`src/hdl/vit_pkg.sv`:
```
// types, constants and widths shared by the volume index tracker
`timescale 1ns / 1ps
`default_nettype none

package vit_pkg;

  // field widths
  localparam int PRICE_WIDTH  = 32;
  localparam int VOLUME_WIDTH = 48;
  localparam int INDEX_WIDTH  = 48;
  localparam int FRAC_BITS    = 16;

  // index constants, q32.16
  localparam logic [INDEX_WIDTH-1:0] INDEX_START = INDEX_WIDTH'(1000) << FRAC_BITS;
  localparam logic [INDEX_WIDTH-1:0] INDEX_MAX   = '1;

  // radix-4 serial multiplier, multiplier padded to an even width
  localparam int MUL_STEPS  = (PRICE_WIDTH + 1) / 2;
  localparam int MUL_BITS   = 2 * MUL_STEPS;
  localparam int PROD_WIDTH = INDEX_WIDTH + MUL_BITS;

  // shared step counter for multiply and divide
  localparam int STEP_MAX  = (INDEX_WIDTH > MUL_STEPS) ? INDEX_WIDTH : MUL_STEPS;
  localparam int CNT_WIDTH = $clog2(STEP_MAX);

  // command queue between front and back
  localparam int FIFO_DEPTH       = 2;
  localparam int FIFO_PTR_WIDTH   = $clog2(FIFO_DEPTH);
  localparam int FIFO_COUNT_WIDTH = $clog2(FIFO_DEPTH + 1);

  // configuration port
  localparam int APB_DATA_WIDTH = 32;
  localparam int APB_ADDR_WIDTH = 3;
  typedef logic [APB_ADDR_WIDTH-3:0] reg_index_t;
  localparam reg_index_t REG_POSITIVE_MODE = '0;

  // command classes decided by the front
  typedef enum logic [1:0] {
    CMD_START,
    CMD_HOLD,
    CMD_SCALE
  } cmd_op_t;

  typedef struct packed {
    cmd_op_t                op;
    logic [PRICE_WIDTH-1:0] close;
    logic [PRICE_WIDTH-1:0] divisor;
  } cmd_t;

  // head of the command queue as seen by the back
  typedef struct packed {
    logic valid;
    cmd_t cmd;
  } cmd_slot_t;

  // back end sequencer states
  typedef enum logic [2:0] {
    BK_IDLE,
    BK_PREP,
    BK_MUL,
    BK_CHECK,
    BK_DIV,
    BK_DONE
  } back_state_t;

endpackage

`default_nettype wire

```
`src/hdl/vit_front.sv`:
```
// front end: takes bars, tracks previous close and volume, classifies each bar
`timescale 1ns / 1ps
`default_nettype none

module vit_front (
  input  wire logic                             clk,
  input  wire logic                             rst,
  input  wire logic                             positive_mode,
  input  wire logic                             push,
  output logic                                  full,
  input  wire logic [vit_pkg::PRICE_WIDTH-1:0]  close_price,
  input  wire logic [vit_pkg::VOLUME_WIDTH-1:0] bar_volume,
  input  wire logic                             fifo_full,
  output logic                                  cmd_push,
  output vit_pkg::cmd_t                         cmd
);

  logic                             started;
  logic [vit_pkg::PRICE_WIDTH-1:0]  last_close;
  logic [vit_pkg::VOLUME_WIDTH-1:0] last_volume;
  logic                             vol_match;

  assign full     = fifo_full;
  assign cmd_push = push && !fifo_full;

  // volume condition for the selected index flavor
  assign vol_match = positive_mode ? (bar_volume > last_volume)
                                   : (bar_volume < last_volume);

  // classify the bar
  always_comb begin
    cmd.close   = close_price;
    cmd.divisor = last_close;
    if (!started) begin
      cmd.op = vit_pkg::CMD_START;
    end else if (vol_match && (last_close != '0)) begin
      cmd.op = vit_pkg::CMD_SCALE;
    end else begin
      cmd.op = vit_pkg::CMD_HOLD;
    end
  end

  // previous bar state
  always_ff @(posedge clk) begin
    if (rst) begin
      started     <= 1'b0;
      last_close  <= '0;
      last_volume <= '0;
    end else if (cmd_push) begin
      started     <= 1'b1;
      last_close  <= close_price;
      last_volume <= bar_volume;
    end
  end

endmodule

`default_nettype wire

```
`src/hdl/vit_cmd_fifo.sv`:
```
// short command queue between front and back
`timescale 1ns / 1ps
`default_nettype none

module vit_cmd_fifo (
  input  wire logic          clk,
  input  wire logic          rst,
  input  wire logic          push,
  input  wire vit_pkg::cmd_t push_cmd,
  output logic               full,
  input  wire logic          pop,
  output vit_pkg::cmd_slot_t head
);

  vit_pkg::cmd_t                          entries [vit_pkg::FIFO_DEPTH];
  logic [vit_pkg::FIFO_PTR_WIDTH-1:0]     wr_ptr;
  logic [vit_pkg::FIFO_PTR_WIDTH-1:0]     rd_ptr;
  logic [vit_pkg::FIFO_COUNT_WIDTH-1:0]   count;
  logic                                   do_push;
  logic                                   do_pop;

  assign full       = (count == vit_pkg::FIFO_COUNT_WIDTH'(vit_pkg::FIFO_DEPTH));
  assign head.valid = (count != '0);
  assign head.cmd   = entries[rd_ptr];
  assign do_push    = push && !full;
  assign do_pop     = pop && head.valid;

  // storage
  always_ff @(posedge clk) begin
    if (do_push) begin
      entries[wr_ptr] <= push_cmd;
    end
  end

  // pointers and fill count
  always_ff @(posedge clk) begin
    if (rst) begin
      wr_ptr <= '0;
      rd_ptr <= '0;
      count  <= '0;
    end else begin
      if (do_push) begin
        wr_ptr <= wr_ptr + 1'b1;
      end
      if (do_pop) begin
        rd_ptr <= rd_ptr + 1'b1;
      end
      if (do_push && !do_pop) begin
        count <= count + 1'b1;
      end else if (do_pop && !do_push) begin
        count <= count - 1'b1;
      end
    end
  end

endmodule

`default_nettype wire

```
`src/hdl/vit_back.sv`:
```
// back end: serial multiply and restoring divide of the running index
`timescale 1ns / 1ps
`default_nettype none

module vit_back (
  input  wire logic                            clk,
  input  wire logic                            rst,
  input  wire vit_pkg::cmd_slot_t              head,
  output logic                                 cmd_pop,
  output logic                                 empty,
  input  wire logic                            pop,
  output logic [vit_pkg::INDEX_WIDTH-1:0]      index_value,
  output logic                                 index_updated
);

  localparam int IW = vit_pkg::INDEX_WIDTH;
  localparam int MB = vit_pkg::MUL_BITS;
  localparam int PW = vit_pkg::PROD_WIDTH;

  vit_pkg::back_state_t                  state;
  vit_pkg::back_state_t                  state_next;
  logic [vit_pkg::CNT_WIDTH-1:0]         cnt;
  logic [IW-1:0]                         running_index;
  logic [IW+1:0]                         idx3;
  logic [PW-1:0]                         prod;
  logic [MB-1:0]                         rem;
  logic [IW-1:0]                         quo;
  logic [vit_pkg::PRICE_WIDTH-1:0]       close;
  logic [vit_pkg::PRICE_WIDTH-1:0]       divisor;
  logic                                  res_updated;
  logic                                  out_valid;
  logic                                  out_load;

  logic [IW+1:0]                         addend;
  logic [IW+1:0]                         mul_sum;
  logic [PW-1:0]                         mul_next;
  logic                                  sat;
  logic [MB:0]                           div_trial;
  logic [MB:0]                           div_diff;
  logic                                  div_ge;
  logic [MB-1:0]                         rem_next;
  logic [IW-1:0]                         quo_next;

  assign empty = !out_valid;

  // radix-4 multiply step: add digit times index into the upper half, shift by two
  always_comb begin
    case (prod[1:0])
      2'd0:    addend = '0;
      2'd1:    addend = {2'b00, running_index};
      2'd2:    addend = {1'b0, running_index, 1'b0};
      2'd3:    addend = idx3;
      default: addend = '0;
    endcase
  end
  assign mul_sum  = {2'b00, prod[PW-1:MB]} + addend;
  assign mul_next = {mul_sum, prod[MB-1:2]};

  // quotient overflows the index exactly when the top part reaches the divisor
  assign sat = (prod[PW-1:IW] >= MB'(divisor));

  // restoring divide step
  assign div_trial = {rem, quo[IW-1]};
  assign div_ge    = (div_trial >= (MB+1)'(divisor));
  assign div_diff  = div_trial - (MB+1)'(divisor);
  assign rem_next  = div_ge ? div_diff[MB-1:0] : div_trial[MB-1:0];
  assign quo_next  = {quo[IW-2:0], div_ge};

  // state register
  always_ff @(posedge clk) begin
    if (rst) begin
      state <= vit_pkg::BK_IDLE;
    end else begin
      state <= state_next;
    end
  end

  // next state and handshake outputs
  always_comb begin
    state_next = state;
    cmd_pop    = 1'b0;
    out_load   = 1'b0;
    case (state)
      vit_pkg::BK_IDLE: begin
        if (head.valid) begin
          cmd_pop = 1'b1;
          if (head.cmd.op == vit_pkg::CMD_SCALE) begin
            state_next = vit_pkg::BK_PREP;
          end else begin
            state_next = vit_pkg::BK_DONE;
          end
        end
      end
      vit_pkg::BK_PREP: begin
        state_next = vit_pkg::BK_MUL;
      end
      vit_pkg::BK_MUL: begin
        if (cnt == '0) begin
          state_next = vit_pkg::BK_CHECK;
        end
      end
      vit_pkg::BK_CHECK: begin
        state_next = sat ? vit_pkg::BK_DONE : vit_pkg::BK_DIV;
      end
      vit_pkg::BK_DIV: begin
        if (cnt == '0) begin
          state_next = vit_pkg::BK_DONE;
        end
      end
      vit_pkg::BK_DONE: begin
        if (!out_valid || pop) begin
          out_load   = 1'b1;
          state_next = vit_pkg::BK_IDLE;
        end
      end
      default: begin
        state_next = vit_pkg::BK_IDLE;
      end
    endcase
  end

  // running index, only changes at command start or end of an operation
  always_ff @(posedge clk) begin
    if (rst) begin
      running_index <= '0;
    end else begin
      if ((state == vit_pkg::BK_IDLE) && head.valid &&
          (head.cmd.op == vit_pkg::CMD_START)) begin
        running_index <= vit_pkg::INDEX_START;
      end
      if ((state == vit_pkg::BK_CHECK) && sat) begin
        running_index <= vit_pkg::INDEX_MAX;
      end
      if ((state == vit_pkg::BK_DIV) && (cnt == '0)) begin
        running_index <= quo_next;
      end
    end
  end

  // arithmetic datapath
  always_ff @(posedge clk) begin
    case (state)
      vit_pkg::BK_IDLE: begin
        close       <= head.cmd.close;
        divisor     <= head.cmd.divisor;
        res_updated <= (head.cmd.op == vit_pkg::CMD_SCALE);
      end
      vit_pkg::BK_PREP: begin
        idx3 <= {2'b00, running_index} + {1'b0, running_index, 1'b0};
        prod <= {{IW{1'b0}}, MB'(close)};
        cnt  <= vit_pkg::CNT_WIDTH'(vit_pkg::MUL_STEPS - 1);
      end
      vit_pkg::BK_MUL: begin
        prod <= mul_next;
        cnt  <= cnt - 1'b1;
      end
      vit_pkg::BK_CHECK: begin
        rem <= prod[PW-1:IW];
        quo <= prod[IW-1:0];
        cnt <= vit_pkg::CNT_WIDTH'(IW - 1);
      end
      vit_pkg::BK_DIV: begin
        rem <= rem_next;
        quo <= quo_next;
        cnt <= cnt - 1'b1;
      end
      default: begin
      end
    endcase
  end

  // output register
  always_ff @(posedge clk) begin
    if (rst) begin
      out_valid <= 1'b0;
    end else if (out_load) begin
      out_valid <= 1'b1;
    end else if (pop) begin
      out_valid <= 1'b0;
    end
  end

  always_ff @(posedge clk) begin
    if (out_load) begin
      index_value   <= running_index;
      index_updated <= res_updated;
    end
  end

endmodule

`default_nettype wire

```
`src/hdl/volume_index_tracker.sv`:
```
// top level of the negative / positive volume index tracker
//
//  channel   direction  handshake           payload
//  bars      in         push / full         close_price, bar_volume
//  results   out        pop / empty         index_value, index_updated
//  config    in         psel/penable/pwrite paddr, pwdata, prdata (positive_mode)
//
// a scaling bar passes through take, setup, 16 radix-4 multiply
// steps, an overflow check, 48 restoring divide steps and the result load.
// a saturating bar skips the divide; an unscaled bar goes from take to load.
// a two-entry command queue lets the front take bars while the back computes.
// the result register holds a finished transaction until pop; the back stalls.
// rst is synchronous and clears the previous bar state, queue and result.
`timescale 1ns / 1ps
`default_nettype none

module volume_index_tracker (
  input  wire logic                               clk,
  input  wire logic                               rst,
  input  wire logic                               push,
  output logic                                    full,
  input  wire logic [vit_pkg::PRICE_WIDTH-1:0]    close_price,
  input  wire logic [vit_pkg::VOLUME_WIDTH-1:0]   bar_volume,
  output logic                                    empty,
  input  wire logic                               pop,
  output logic [vit_pkg::INDEX_WIDTH-1:0]         index_value,
  output logic                                    index_updated,
  input  wire logic                               psel,
  input  wire logic                               penable,
  input  wire logic                               pwrite,
  input  wire logic [vit_pkg::APB_ADDR_WIDTH-1:0] paddr,
  input  wire logic [vit_pkg::APB_DATA_WIDTH-1:0] pwdata,
  output logic [vit_pkg::APB_DATA_WIDTH-1:0]      prdata,
  output logic                                    pready
);

  logic                 positive_mode;
  vit_pkg::reg_index_t  reg_index;
  logic                 cfg_write;
  logic                 fifo_full;
  logic                 cmd_push;
  vit_pkg::cmd_t        cmd;
  vit_pkg::cmd_slot_t   head;
  logic                 cmd_pop;

  // configuration register
  assign pready    = 1'b1;
  assign reg_index = paddr[vit_pkg::APB_ADDR_WIDTH-1:2];
  assign cfg_write = psel && penable && pwrite && pready;

  always_ff @(posedge clk) begin
    if (rst) begin
      positive_mode <= 1'b0;
    end else if (cfg_write && (reg_index == vit_pkg::REG_POSITIVE_MODE)) begin
      positive_mode <= pwdata[0];
    end
  end

  assign prdata = (reg_index == vit_pkg::REG_POSITIVE_MODE) ?
                  vit_pkg::APB_DATA_WIDTH'(positive_mode) : '0;

  // bar classification
  vit_front u_front (
    .clk          (clk),
    .rst          (rst),
    .positive_mode(positive_mode),
    .push         (push),
    .full         (full),
    .close_price  (close_price),
    .bar_volume   (bar_volume),
    .fifo_full    (fifo_full),
    .cmd_push     (cmd_push),
    .cmd          (cmd)
  );

  // command queue
  vit_cmd_fifo u_fifo (
    .clk     (clk),
    .rst     (rst),
    .push    (cmd_push),
    .push_cmd(cmd),
    .full    (fifo_full),
    .pop     (cmd_pop),
    .head    (head)
  );

  // index arithmetic and result register
  vit_back u_back (
    .clk          (clk),
    .rst          (rst),
    .head         (head),
    .cmd_pop      (cmd_pop),
    .empty        (empty),
    .pop          (pop),
    .index_value  (index_value),
    .index_updated(index_updated)
  );

endmodule

`default_nettype wire

```
`config.mk`:
```
export PLATFORM = sky130hd
export DESIGN_NAME = volume_index_tracker
export DESIGN_NICKNAME = d
export VERILOG_FILES = /design/src/hdl/vit_pkg.sv /design/src/hdl/vit_front.sv /design/src/hdl/vit_cmd_fifo.sv /design/src/hdl/vit_back.sv /design/src/hdl/volume_index_tracker.sv
export SDC_FILE = /design/constraint.sdc
export NUM_CORES = 1
export LEC_CHECK = 0
export BUFFER_PORTS_ARGS = -buffer_cell sky130_fd_sc_hd__buf_2
export CAP_MARGIN = 10
export CORE_MARGIN = 2
export CORE_UTILIZATION = 40
export CTS_CLUSTER_SIZE = 20
export DETAILED_ROUTE_END_ITERATION = 8
export MAX_ROUTING_LAYER = met4
export PLACE_DENSITY = 0.64
export SLEW_MARGIN = 20
export SYNTH_ARGS = -nofsm -noshare
export SYNTH_HDL_FRONTEND = slang
export SYNTH_SLANG_ARGS = --single-unit
```
`constraint.sdc`:
```
create_clock -name clk -period 6.86 [get_ports clk]
set_input_delay 1.372 -clock clk [delete_from_list [all_inputs] [get_ports clk]]
set_output_delay 1.372 -clock clk [all_outputs]
set_load 0.1 [all_outputs]
```
==> results of run 1 <==
metal layers:
| layer | wire length (um) | share of wire, % |
|---|---|---|
| met5 | 0 | 0 |
| met4 | 1760 | 2.2 |
| met3 | 3860 | 4.8 |
| met2 | 39000 | 48 |
| met1 | 36300 | 45 |
cells by family after synthesis:
| group | Yosys count |
|---|---|
| XOR/XNOR | 114 |
| other | 2 |
| flip-flops | 601 |
| AO/OA/AOI/OAI | 765 |
| AND/OR/NAND/NOR | 1005 |
| adder cells (fa/ha/maj) | 215 |
| multiplexers | 116 |
| buffers and inverters | 315 |
state kept, by name (all words and copies together), names as in the netlist, 48 cells and up, named ones only:
| register | count |
|---|---|
| u_back.idx3 | 50 |
| u_back.index_value | 48 |
| u_back.prod | 80 |
| u_back.quo | 48 |
| u_back.running_index | 48 |
| u_fifo.entries | 132 |
| u_front.last_volume | 48 |
worst min-delay path by stage:
| stage | from | endpoint | cells after the start |
|---|---|---|---|
| 2_1_floorplan | u_back.res_updated$_DFFE_PN_ | u_back.index_updated$_DFFE_PP_ | 0 |
| 3_3_place_gp | u_back.res_updated$_DFFE_PN_ | u_back.index_updated$_DFFE_PP_ | 0 |
| 3_5_place_dp | u_back.res_updated$_DFFE_PN_ | u_back.index_updated$_DFFE_PP_ | 0 |
| 4_1_cts | u_back.res_updated$_DFFE_PN_ | u_back.index_updated$_DFFE_PP_ | 0 |
| 5_1_grt | u_back.res_updated$_DFFE_PN_ | u_back.index_updated$_DFFE_PP_ | 0 |
| 6_report | u_back.res_updated$_DFFE_PN_ | u_back.index_updated$_DFFE_PP_ | 0 |
cell type report:
cell class	instances	area, um2	area share [%]
Clock inverter	39	373	1.03
Multi-Input combinational cell	2247	14400	40.0
Antenna cell	7	17.5	0.0485
Clock buffer	89	1870	5.19
Inverter	139	522	1.45
Timing Repair Buffer	163	880	2.44
Sequential cell	601	16700	46.2
Tap cell	1060	1330	3.68
power by group through the flow:
stage	logic (mW)	clock network [mW]	registers [mW]
floorplan	4.89	0	6.05
global placement	6.54	0	6.12
detailed placement	6.60	0	6.15
CTS	6.65	3.70	6.08
global route	7.43	3.83	6.17
finish	6.62	3.63	6.07
placed cells by master (no fill, tap or decap), drive strengths merged, types with 30 or more instances in the layout:
cell type and instances:
inv 144, clkbuf 89, nand2 577, buf 163
conb 32, xor2 44, nor3 30, nand4 42
ha 212, a22o 47, a21oi 265, mux2 103
dfxtp 139, edfxtp 462, xnor2 70, nor2 192
o21ai 135, a211oi 61, nand3 38, a21o 119
stage by stage:
stage / cells / setup WS, ns / hold slack, ns / instance area, um2 / power (mW)
2_1_floorplan: 3163 / 1.26 / 0.400 / 32300 / 10.9
6_report: 4345 / 2.09 / 0.423 / 36100 / 16.3
4_1_cts: 4338 / 2.15 / 0.426 / 36100 / 16.4
3_5_place_dp: 4210 / 2.16 / 0.412 / 33800 / 12.7
5_1_grt: 4344 / 1.71 / 0.452 / 36100 / 17.4
3_3_place_gp: 4210 / 2.28 / 0.407 / 33800 / 12.7
==> results list, run 1 <==
- Of the available clock period, the critical path in the final layout requires 69.5%.
* Post-CTS resize count: 0
* DIE AREA: 82800 um2
- Subtracting the final worst setup slack from the clock period gives 4.77 ns.
- Yosys synthesis warning count: 0
- Worst hold-check path type: reg -> reg
- Sequential cells account for 37.2% of the total power.
* Number of levels the H-tree was split into: 3
- Data arrival time of the critical path: 5.12 ns
* Slack of the worst reg-to-reg path: 2.09 ns
* Final ANT Viol Nets: 0
* CP delay by family, top: compound AO/OA/AOI/OAI gates
- Maximum ir drop on the vdd rail: 0.236 mV
* Sequential element share of the synthesized area: 51.7%
* CP max-delay cell: sky130_fd_sc_hd__edfxtp_1
* Levels on crit path: 14
- The floorplan step set the die height to 288 um.
- GR met3 Demand/Resource: 3.03%
- Clock tree from TritonCTS: yes
* Fraction of final layout cells with drive strength greater than 1: 12.5%
- Measured along the x axis, the die boundary spans 288 um.
- The total count of max-transition violations in the final report came to 0.
- Setup total negative slack on the finished layout was measured at 0 ns.
* Top fanout value on the critical path: 34
- Critical path startpoint category: flop
- Gpl congestion: 0.892
- Max-cap violations: 0
* Grt peak-use layer: met2
- Total Routing Usage GR: 20.0%
- Initial DRT Pass Iterations: 5
- Cell with the most instances after synthesis: sky130_fd_sc_hd__nand2_1
* Met1 capacity usage during global routing: 25.7%
- Crit. Startpoint: u_back.prod[1]$_DFFE_PP_
- Library cell used as clock root buffer: sky130_fd_sc_hd__clkbuf_16
- DR DRC count: 0
* Complex-gate fraction of the synthesized area: 15.3%
* Number of antenna violations at the first check in global routing: 7
- Maximum clock rate: 0.210 GHz
* Yosys top cell by area: sky130_fd_sc_hd__edfxtp_1
* Core occupancy in the finished layout: 45.0%
- Dividing the detail-routed via count by the number of cells gives 5.34.
* Mux cell area share after synthesis: 4.01%
- Number of storage elements in the synthesis netlist: 601
* Iter 0 DRT Violations: 1640
* Synthesized cell area: 32200 um2
- Main area contributors after synthesis: sky130_fd_sc_hd__edfxtp_1 (43%), sky130_fd_sc_hd__dfxtp_1 (8.6%), sky130_fd_sc_hd__ha_1 (8.2%)
* Worst Reg2Reg Path Length in Cells: 14
* Area share of the leading cell type in the synthesized netlist: 43.1%
* Number of enable-type register cells in the synthesized netlist: 462
- For this block, the routed nets add up to 80900 um of wire.
- Effective utilization at floorplan: 40.2%
- Number of buffers inserted by port buffering: 140
- Met2 usage in global routing: 32.9%
- For the pin with the worst max-slew slack, the measured transition is 0.998 ns.
* Post-Synth Adder-Cell Area: 8.43%
- Traced cell by cell, the critical path runs through buf_4, mux2i_1, nor2b_1, ha_1, a21o_1, a41oi_1, a31oi_1, o21bai_1, and3_1, o211ai_1, nand4_1, a2111oi_0, o21ai_0, nor3b_1.
- The analysis attributes to cell leakage a power of 14.7 nW.
- NetSw: 6.50 mW
- The synthesized netlist contains 73 unique library cells.
- Together, buffers and inverters on the worst path number 1.
- The filler cells instantiated in the layout total 7661.
- Ports: 206
- The average instance in the mapped netlist occupies 10.3 um2.
- Skew-Pair Late Insertion Delay: 0.63 ns
- Counting along the longest clock path gives a buffer depth of 3.
- Main synth FF type: sky130_fd_sc_hd__edfxtp_1
- STA puts the critical path data required time at 7.21 ns.
* Clock Sink Count: 601
* Capturing element of the worst setup path: u_back.prod[77]$_SDFFCE_PN0P_
- In this run switching power makes up 39.8% of total power.
- Total power density per cell area: 452 nW/um2
* Half-perimeter wire length of the detailed placement result: 57300 um
- Average wire per cell in the routed design: 18.6 um
- Syn-to-layout area delta: 12.1%
- In this run, post-CTS hold repair placed 0 buffers.
- The share of total power dissipated in combinational logic is 40.6%.
- The total area inside the core boundary comes to 80200 um2.
* Fin Clk Skew: 0.0384 ns
- Standard-cell rows: 104
* Synth Area in XOR/XNOR: 3.10%
* Clock slew seen by the registers of the worst setup and hold paths: 0.06 ns
- Via count of the first global-routing pass: 22.6k
- Post-synth ARST share: 0%
- Entering global routing, the biggest net connects 91 pins.
* Gate count after technology mapping: 3133
- Cell internal power dissipation: 9.82 mW
- Number of endpoints failing setup at the final stage: 0
- Result of the run: finished, final reports clean
* Largest family of logic cells by synthesized area: compound AO/OA/AOI/OAI gates
- The critical path is of the reg -> reg type.
* Reg-to-reg startpoint: u_back.prod[1]$_DFFE_PP_
* Nets@finish: 3558
- The commonest cells after synthesis are sky130_fd_sc_hd__nand2_1 (577), sky130_fd_sc_hd__edfxtp_1 (462), sky130_fd_sc_hd__a21oi_1 (263), sky130_fd_sc_hd__ha_1 (212), sky130_fd_sc_hd__nor2_1 (192).
- Worst relative slew slack: 33.5%
* Unrepaired setup endpoints after global routing: false
- The worst setup path is captured at a flop.
* Via count: 23.2k
- Count of endpoints failing hold in the final timing report: 0
- The first global-routing pass estimated 127000 um of wire.
- Critical R2R Capture: u_back.prod[77]$_SDFFCE_PN0P_
- Num CTS Buffers: 69
- Peak per-stage delay on the critical path: 0.90 ns
- Of the total synthesized cell area, the portion taken by AND, OR, NAND and NOR gates is 13.4%.
* Overall overflow remaining after global route: 0
- Relative contribution of the clock network to total power: 22.2%
* Number of setup buffers added after CTS: 0
(Power assumes the default switching activity.)
==> run 2: changes to the inputs <==
==> constraint.sdc (replaced) <==
create_clock -name clk -period 4 [get_ports clk]
set_input_delay 0.8 -clock clk [delete_from_list [all_inputs] [get_ports clk]]
set_output_delay 0.8 -clock clk [all_outputs]
set_load 0.1 [all_outputs]
==> results list, run 2 (synthesis results as in run 1) <==
* Number of antenna violations at the first check in global routing: 10
* Half-perimeter wire length of the detailed placement result: 58700 um
- Core occupancy in the finished layout: 46.3%
- At the worst endpoint, the required time is 4.36 ns.
* Worst slack, placed: 0.0102 ns
- The largest single stage delay on the critical path is 0.41 ns.
- Final ANT Viol Nets: 0
- Data arrival time of the critical path: 4.26 ns
- The final critical path takes up 97.3% of the cycle.
* Sum of negative setup slack: 0 ns
- Result of the run: finished, final reports clean
* Pin count of the biggest net entering global routing: 110
- Critical path startpoint category: flop
- The number of global-route vias before repair is 22.6k.
* Iter 0 DRT Violations: 1603
- Number of buffers inserted by port buffering: 140
* Clock tree from TritonCTS: yes
- Global-route wire length before repair: 125000 um
- Overall overflow remaining after global route: 0
* Total placed instance area: 34600 um2
* Maximum ir drop on the vdd rail: 0.557 mV
- After detailed routing, the average wire length per cell comes to 18.3 um.
- Clock Sink Count: 601
- The final layout contains 3650 nets.
- Syn-to-layout area delta: 15.3%
- In this run the number of H-tree levels came out at 3.
- The core region is 80200 um2.
* Number of buffers inserted by hold repair at cts: 0
* Commonest cells after routing, fill and taps aside: sky130_fd_sc_hd__nand2_1 (575), sky130_fd_sc_hd__edfxtp_1 (462), sky130_fd_sc_hd__a21oi_1 (262)
- In this run the register-to-register setup slack is 0.11 ns.
- The worst setup path is captured at a flop.
* Total Routing Usage GR: 19.9%
* Leading cell type in the layout, fill and taps excluded: sky130_fd_sc_hd__nand2_1
- The final hold violation count was 0.
- Ratio of routed vias to standard cells: 5.26
* Final non-filler cell total: 4437
- Worst relative slew slack: 35.4%
* Cells after DPL: 4300
- Measured in cells, the most critical reg-to-reg path has a length of 15.
* Effective utilization at floorplan: 40.2%
- In this run the core area contains 104 standard-cell rows.
- CP max-delay cell: sky130_fd_sc_hd__edfxtp_1
- Static leakage: 15.2 nW
* Fin Clk Skew: 0.0280 ns
* Crit. Startpoint: u_back.prod[0]$_DFFE_PP_
- In this run the worst setup path terminates at u_back.prod[78]$_SDFFCE_PN0P_.
* Die span in y: 288 um
* Num CTS Buffers: 68
- Total of fill cells in the finished design: 7611
- In this run the clock root is driven by a sky130_fd_sc_hd__clkbuf_16.
- After routing the design area is 37100 um2.
- In this run the deepest clock path goes through 3 buffers.
- Number of endpoints failing setup at the final stage: 0
- The worst hold path belongs to the class in -> reg.
* DIE AREA: 82800 um2
- By startpoint and endpoint, the worst setup path is classified as reg -> reg.
- Clock slew seen by the registers of the worst setup and hold paths: 0.06 ns
- Final Worst Setup Slack: 0.108 ns
- Crit path buf inv count: 3
* Most flop-heavy register: u_fifo.entries
- After detailed routing, the number of remaining DRC violations is 0.
- The signal on the critical path passes through buf_12, buf_12, mux2_2, a22o_1, ha_1, inv_1, a2111oi_4, o31ai_4, a21oi_4, a21oi_2, o21a_1, o31a_1, o21ai_4, a31oi_1, mux2i_1.
* CP delay by family, top: compound AO/OA/AOI/OAI gates
- Detailed Route WL: 81100 um
- Across the run, the number of max-cap violations was 0.
- From left edge to right edge, the die measures 288 um.
- Final Slew Violations: 0
* Reg-to-reg startpoint: u_back.prod[0]$_DFFE_PP_
* Gpl congestion: 0.904
- Max reg flops: 132
- For the pin with the worst max-slew slack, the measured transition is 0.957 ns.
* Final period demand of the worst path: 3.89 ns
- Before antenna repair, the detailed router went through 5 iterations.
- For this block, the via count after detailed routing is 23.3k.
- Top fanout value on the critical path: 16
- For the worst-skew pair, the clock arrives at the later sink with an insertion delay of 0.63 ns.
- Dividing total power by cell area gives a power density of 781 nW/um2.
- The largest registers in the layout are u_fifo.entries x132, u_back.prod x80, u_back.idx3 x50.
- The critical path runs through a total of 15 cells.
- Maximum clock rate: 0.257 GHz
- Counting stages on the worst path, the most repeated cell is sky130_fd_sc_hd__buf_12.
- For this design the top-level I/O count stands at 206.
* Critical R2R Capture: u_back.prod[78]$_SDFFCE_PN0P_
* Fraction of final layout cells with drive strength greater than 1: 15.3%
-- run 2: layer usage --
metal | vias to the layer above | GRT usage, % | wire length [um]
met2 | 498 | 32.7 | 39300
met3 | 115 | 2.96 | 3600
met5 | - | - | 0
met1 | 11100 | 25.1 | 36100
met4 | 0 | 6.66 | 2180
li1 | 11600 | - | -
-- run 2: per-stage QoR --
| step | hold WS, ns | power (mW) |
|---|---|---|
| floorplan | 0.400 | 18.7 |
| global placement | 0.410 | 22.4 |
| detailed placement | 0.410 | 22.5 |
| CTS | 0.346 | 29.1 |
| global route | 0.368 | 30.9 |
| finish | 0.374 | 29.0 |
-- run 2: worst min path at each step --
stage / cells past startpoint / end / start
after floorplan: 0 / u_back.index_updated$_DFFE_PP_ / u_back.res_updated$_DFFE_PN_
after global placement: 0 / u_back.index_updated$_DFFE_PP_ / u_back.res_updated$_DFFE_PN_
after detailed placement: 0 / u_back.index_updated$_DFFE_PP_ / u_back.res_updated$_DFFE_PN_
after CTS: 1 / u_fifo.entries[1][59]$_DFFE_PP_ / close_price[27]
after global routing: 1 / u_fifo.entries[1][59]$_DFFE_PP_ / close_price[27]
final: 1 / u_fifo.entries[1][59]$_DFFE_PP_ / close_price[27]
-- run 2: layout make-up --
cell class,instances,area [um2],area share (%)
sequential,601,16700,44.9
multi-input combinational,2247,14500,39.2
clock buffer,87,1850,4.99
timing repair buffer,256,1720,4.64
tap,1060,1330,3.57
inverter,139,522,1.41
clock inverter,37,472,1.27
antenna,10,25.0,0.0674
-- run 2: power by group --
group | switching, mW | leakage (nW) | internal (mW) | total (mW)
Clock | 2.65 | 1.13 | 3.84 | 6.48
Combinational | 7.52 | 8.60 | 4.62 | 12.1
Sequential | 1.04 | 5.52 | 9.34 | 10.4
Total | 11.2 | 15.2 | 17.8 | 29.0
-- run 2: worst register-to-register path, cell delays in order, from the launching register on --
cell and delay, ns:
sky130_fd_sc_hd__edfxtp_1 0.41, sky130_fd_sc_hd__buf_12 0.16, sky130_fd_sc_hd__buf_12 0.16, sky130_fd_sc_hd__mux2_2 0.35, sky130_fd_sc_hd__a22o_1 0.21, sky130_fd_sc_hd__ha_1 0.29, sky130_fd_sc_hd__inv_1 0.09, sky130_fd_sc_hd__a2111oi_4 0.34
sky130_fd_sc_hd__o31ai_4 0.15, sky130_fd_sc_hd__a21oi_4 0.28, sky130_fd_sc_hd__a21oi_2 0.10, sky130_fd_sc_hd__o21a_1 0.24, sky130_fd_sc_hd__o31a_1 0.31, sky130_fd_sc_hd__o21ai_4 0.27, sky130_fd_sc_hd__a31oi_1 0.16, sky130_fd_sc_hd__mux2i_1 0.14
-- run 2: what timing repair did --
item / CTS / global route
setup endpoints to repair: 0 / 16
setup buffers: 0 / 3
endpoints found under the hold margin: 0 / 0
resized for setup: 0 / 22
==> run 3: changes to the inputs <==
--- a/config.mk
+++ b/config.mk
@@ -16,4 +16,5 @@
 export SLEW_MARGIN = 20
 export SYNTH_ARGS = -nofsm -noshare
 export SYNTH_HDL_FRONTEND = slang
+export SYNTH_HIERARCHICAL = 1
 export SYNTH_SLANG_ARGS = --single-unit
==> results list, run 3 <==
- The flow ran to the end, and the final reports show no timing, DRC or antenna violations.
- The initial utilization of the core area, before any placement, comes to 40.2%.
- Maximum ir drop on the vdd rail: 0.379 mV
- After global routing the overflow that remains totals 0.
- Setup violations remaining at the end of the flow were counted as 0.
* Max reg flops: 132
* Final period utilization: 94.8%
- Count of different cell masters after synthesis: 86
- After detailed placement, the total cell area comes to 34200 um2.
- Final Worst Setup Slack: 0.206 ns
- DR DRC count: 0
* Synthesized cell area: 32300 um2
- Post-synth ARST share: 0%
- Timing would allow up to 0.264 GHz.
- Before CTS, the worst setup slack after placement is 0.184 ns.
- Transition time at the pin with the least slew margin: 1.02 ns
* Most instantiated cells after synthesis: sky130_fd_sc_hd__nand2_1 (548), sky130_fd_sc_hd__edfxtp_1 (462), sky130_fd_sc_hd__a21oi_1 (288), sky130_fd_sc_hd__ha_1 (211), sky130_fd_sc_hd__dfxtp_1 (139)
* Cell type with the highest occurrence count on the critical path: sky130_fd_sc_hd__nor3_1
* Worst relative slew slack: 31.8%
- After synthesis, the mean cell area works out to 10.5 um2.
* Via count: 23.5k
- Endpoint class of the critical path: flop
* Die span in y: 288 um
- The clock reaches the later pin of the worst-skew pair after 0.62 ns.
- Clock tree from TritonCTS: yes
- In the final layout, the registers with the most flip-flops are u_fifo/entries x132, u_back/prod x80, u_back/idx3 x50.
- More flip-flops sit in one register than any other, and that register is u_fifo/entries.
- Yosys top cell by area: sky130_fd_sc_hd__edfxtp_1
- Number of storage elements in the synthesis netlist: 601
* Cell internal power dissipation: 17.0 mW
- Relative contribution of the clock network to total power: 21.7%
* CP max-delay cell: sky130_fd_sc_hd__edfxtp_1
- Unrepaired setup endpoints after global routing: false
- In this run the core area contains 104 standard-cell rows.
* Total of fill cells in the finished design: 7562
* Ratio of routed vias to standard cells: 5.43
- Cell Chain, Critical Path: buf_12, mux2_2, a22o_1, ha_1, and3_1, and2_1, a221o_1, o2111ai_1, a31oi_2, o211ai_4, a311oi_1, buf_4, nor3_1, nor3_1
- Hold timing on the final database bottoms out at a slack of 0.394 ns.
* Sum of negative setup slack: 0 ns
- Peak per-stage delay on the critical path: 0.40 ns
- In the synthesized netlist, the number of instances is 3081.
* Pin count of the biggest net entering global routing: 92
- Number of enable-type register cells in the synthesized netlist: 462
- Final non-filler cell total: 4334
- Fraction of final layout cells with drive strength greater than 1: 14.5%
* Total power density per cell area: 762 nW/um2
- The number of buffers and inverters on the critical path is 2.
- Main area contributors after synthesis: sky130_fd_sc_hd__edfxtp_1 (43%), sky130_fd_sc_hd__dfxtp_1 (8.6%), sky130_fd_sc_hd__ha_1 (8.2%)
- Input and output buffers added on the ports amount to 140.
* Power share of the sequential group: 37.2%
* Clock slew seen by the registers of the worst setup and hold paths: 0.06 ns
- Wires add up to 82900 um.
- Detailed placement finished with a half-perimeter wire length of 59300 um.
- At the end of routability-driven placement, the weighted congestion stood at 0.964.
- Counting every sink on the clock net gives 601.
- Summed over all cells, the static leakage comes to 14.7 nW.
- In this run switching power makes up 38.7% of total power.
- Via count of the first global-routing pass: 22.5k
* Cells after DPL: 4202
- Number of antenna violations at the first check in global routing: 11
* Area share of the leading cell type in the synthesized netlist: 43.0%
- Global routing used 20.5% of the available tracks.
* CP delay by family, top: compound AO/OA/AOI/OAI gates
- The first global-routing pass estimated 128000 um of wire.
- Commonest cells after routing, fill and taps aside: sky130_fd_sc_hd__nand2_1 (546), sky130_fd_sc_hd__edfxtp_1 (462), sky130_fd_sc_hd__a21oi_1 (287)
- Worst setup path class: reg -> reg
- The root buffer cell chosen for the clock tree is sky130_fd_sc_hd__clkbuf_16.
- Combinational share of power: 41.1%
- Nets@finish: 3546
- The total count of max-transition violations in the final report is 0.
- Fin Clk Skew: 0.0263 ns
- Data arrival time of the critical path: 4.14 ns
- Max-cap violations in this run came to 0.
- Yosys synthesis warning count: 6
- Initial DRT Pass Iterations: 8
* Top fanout value on the critical path: 17
- The analysis attributes to net switching a power of 10.7 mW.
* Critical path startpoint category: flop
- For this design the top-level I/O count stands at 206.
* Core occupancy in the finished layout: 45.4%
* Iter 0 DRT Violations: 1764
- The count of nets left with antenna violations once routing finished came out at 0.
- Average wire per cell in the routed design: 19.1 um
* Num CTS Buffers: 66
- The library cell used most frequently in the layout, excluding fill and tap cells, is sky130_fd_sc_hd__nand2_1.
* Clock buffer depth: 3
- For this run, the leading register cell type out of synthesis is sky130_fd_sc_hd__edfxtp_1.
- Area inside the core boundary: 80200 um2
- The die covers 82900 um2.
- The clock tree synthesis step divided the H-tree into 3 levels.
- Required time at the worst-slack endpoint: 4.35 ns
- PnR Total Power: 27.7 mW
* Syn-to-layout area delta: 12.8%
* Cell with the most instances after synthesis: sky130_fd_sc_hd__nand2_1
- Count of endpoints failing hold in the final timing report: 0
- Once layout is done, the placed cells without fillers occupy 36400 um2.
- Final period demand of the worst path: 3.79 ns
- Number of setup buffers added after CTS: 0
* Die width: 288 um
* Worst hold-check path type: in -> reg
- Sequential element share of the synthesized area: 51.6%
[run 3: cell count changes after synthesis, sizes merged, moves of 29 or more]
cell | before | now
nand2 | 577 | 548
a211oi | 61 | 14
a21o | 119 | 84
a22oi | 3 | 42
nor2 | 192 | 112
buf | 47 | 89
[run 3: what timing repair did]
action	CTS	global route
endpoints found under the setup margin	0	7
resized for setup	0	6
hold buffers	0	0
[run 3: logic make-up (layout without fill, tap and decap cells)]
kind of cell             Yosys count  after routing  synth area share (%)
flip-flops                       601            601                  51.6
AO/OA/AOI/OAI                    755            755                  14.7
adder cells (fa/ha/maj)          214            214                  8.37
buffers and inverters            334            486                  4.90
AND/OR/NAND/NOR                  932            932                  12.8
other                              2             43                0.0233
XOR/XNOR                         106            106                  2.88
multiplexers                     137            137                  4.67
[run 3: path summary, 6_finish.rpt]
check,startpoint,end,slack [ns],cells after the start
max,u_back/prod[1]$_DFFE_PP_,u_back/prod[73]$_SDFFCE_PN0P_,0.21,14
min,close_price[24],u_fifo/entries[1][56]$_DFFE_PP_,0.39,1
max reg2reg,u_back/prod[1]$_DFFE_PP_,u_back/prod[73]$_SDFFCE_PN0P_,0.21,14
min reg2reg,u_front/last_volume[37]$_SDFFE_PP0P_,u_front/last_volume[37]$_SDFFE_PP0P_,0.45,2
[run 3: power by group through the flow]
stage / clock (mW) / combinational [mW] / sequential (mW)
2_1_floorplan: 0 / 8.22 / 10.1
3_3_place_gp: 0 / 11.2 / 10.4
3_5_place_dp: 0 / 11.3 / 10.4
4_1_cts: 6.16 / 11.4 / 10.3
5_1_grt: 6.41 / 12.6 / 10.4
6_report: 6.02 / 11.4 / 10.3
[run 3: area by class of cell]
| class | instances | area, um2 | share of cell area (%) |
|---|---|---|---|
| Inverter | 133 | 503 | 1.38 |
| Clock inverter | 26 | 273 | 0.749 |
| Tap cell | 1060 | 1330 | 3.64 |
| Clock buffer | 95 | 1850 | 5.09 |
| Timing Repair Buffer | 232 | 1510 | 4.16 |
| Antenna cell | 11 | 27.5 | 0.0756 |
| Sequential cell | 601 | 16700 | 45.8 |
| Multi-Input combinational cell | 2176 | 14200 | 39.1 |
[run 3: metal layers]
| metal | part of all wire (%) | GRT usage, % | vias to the layer above |
|---|---|---|---|
| met2 | 45 | 31.0 | 692 |
| met4 | 2.9 | 6.19 | 0 |
| li1 | - | - | 11400 |
| met3 | 6.0 | 3.70 | 134 |
| met5 | 0 | - | - |
| met1 | 46 | 28.0 | 11300 |
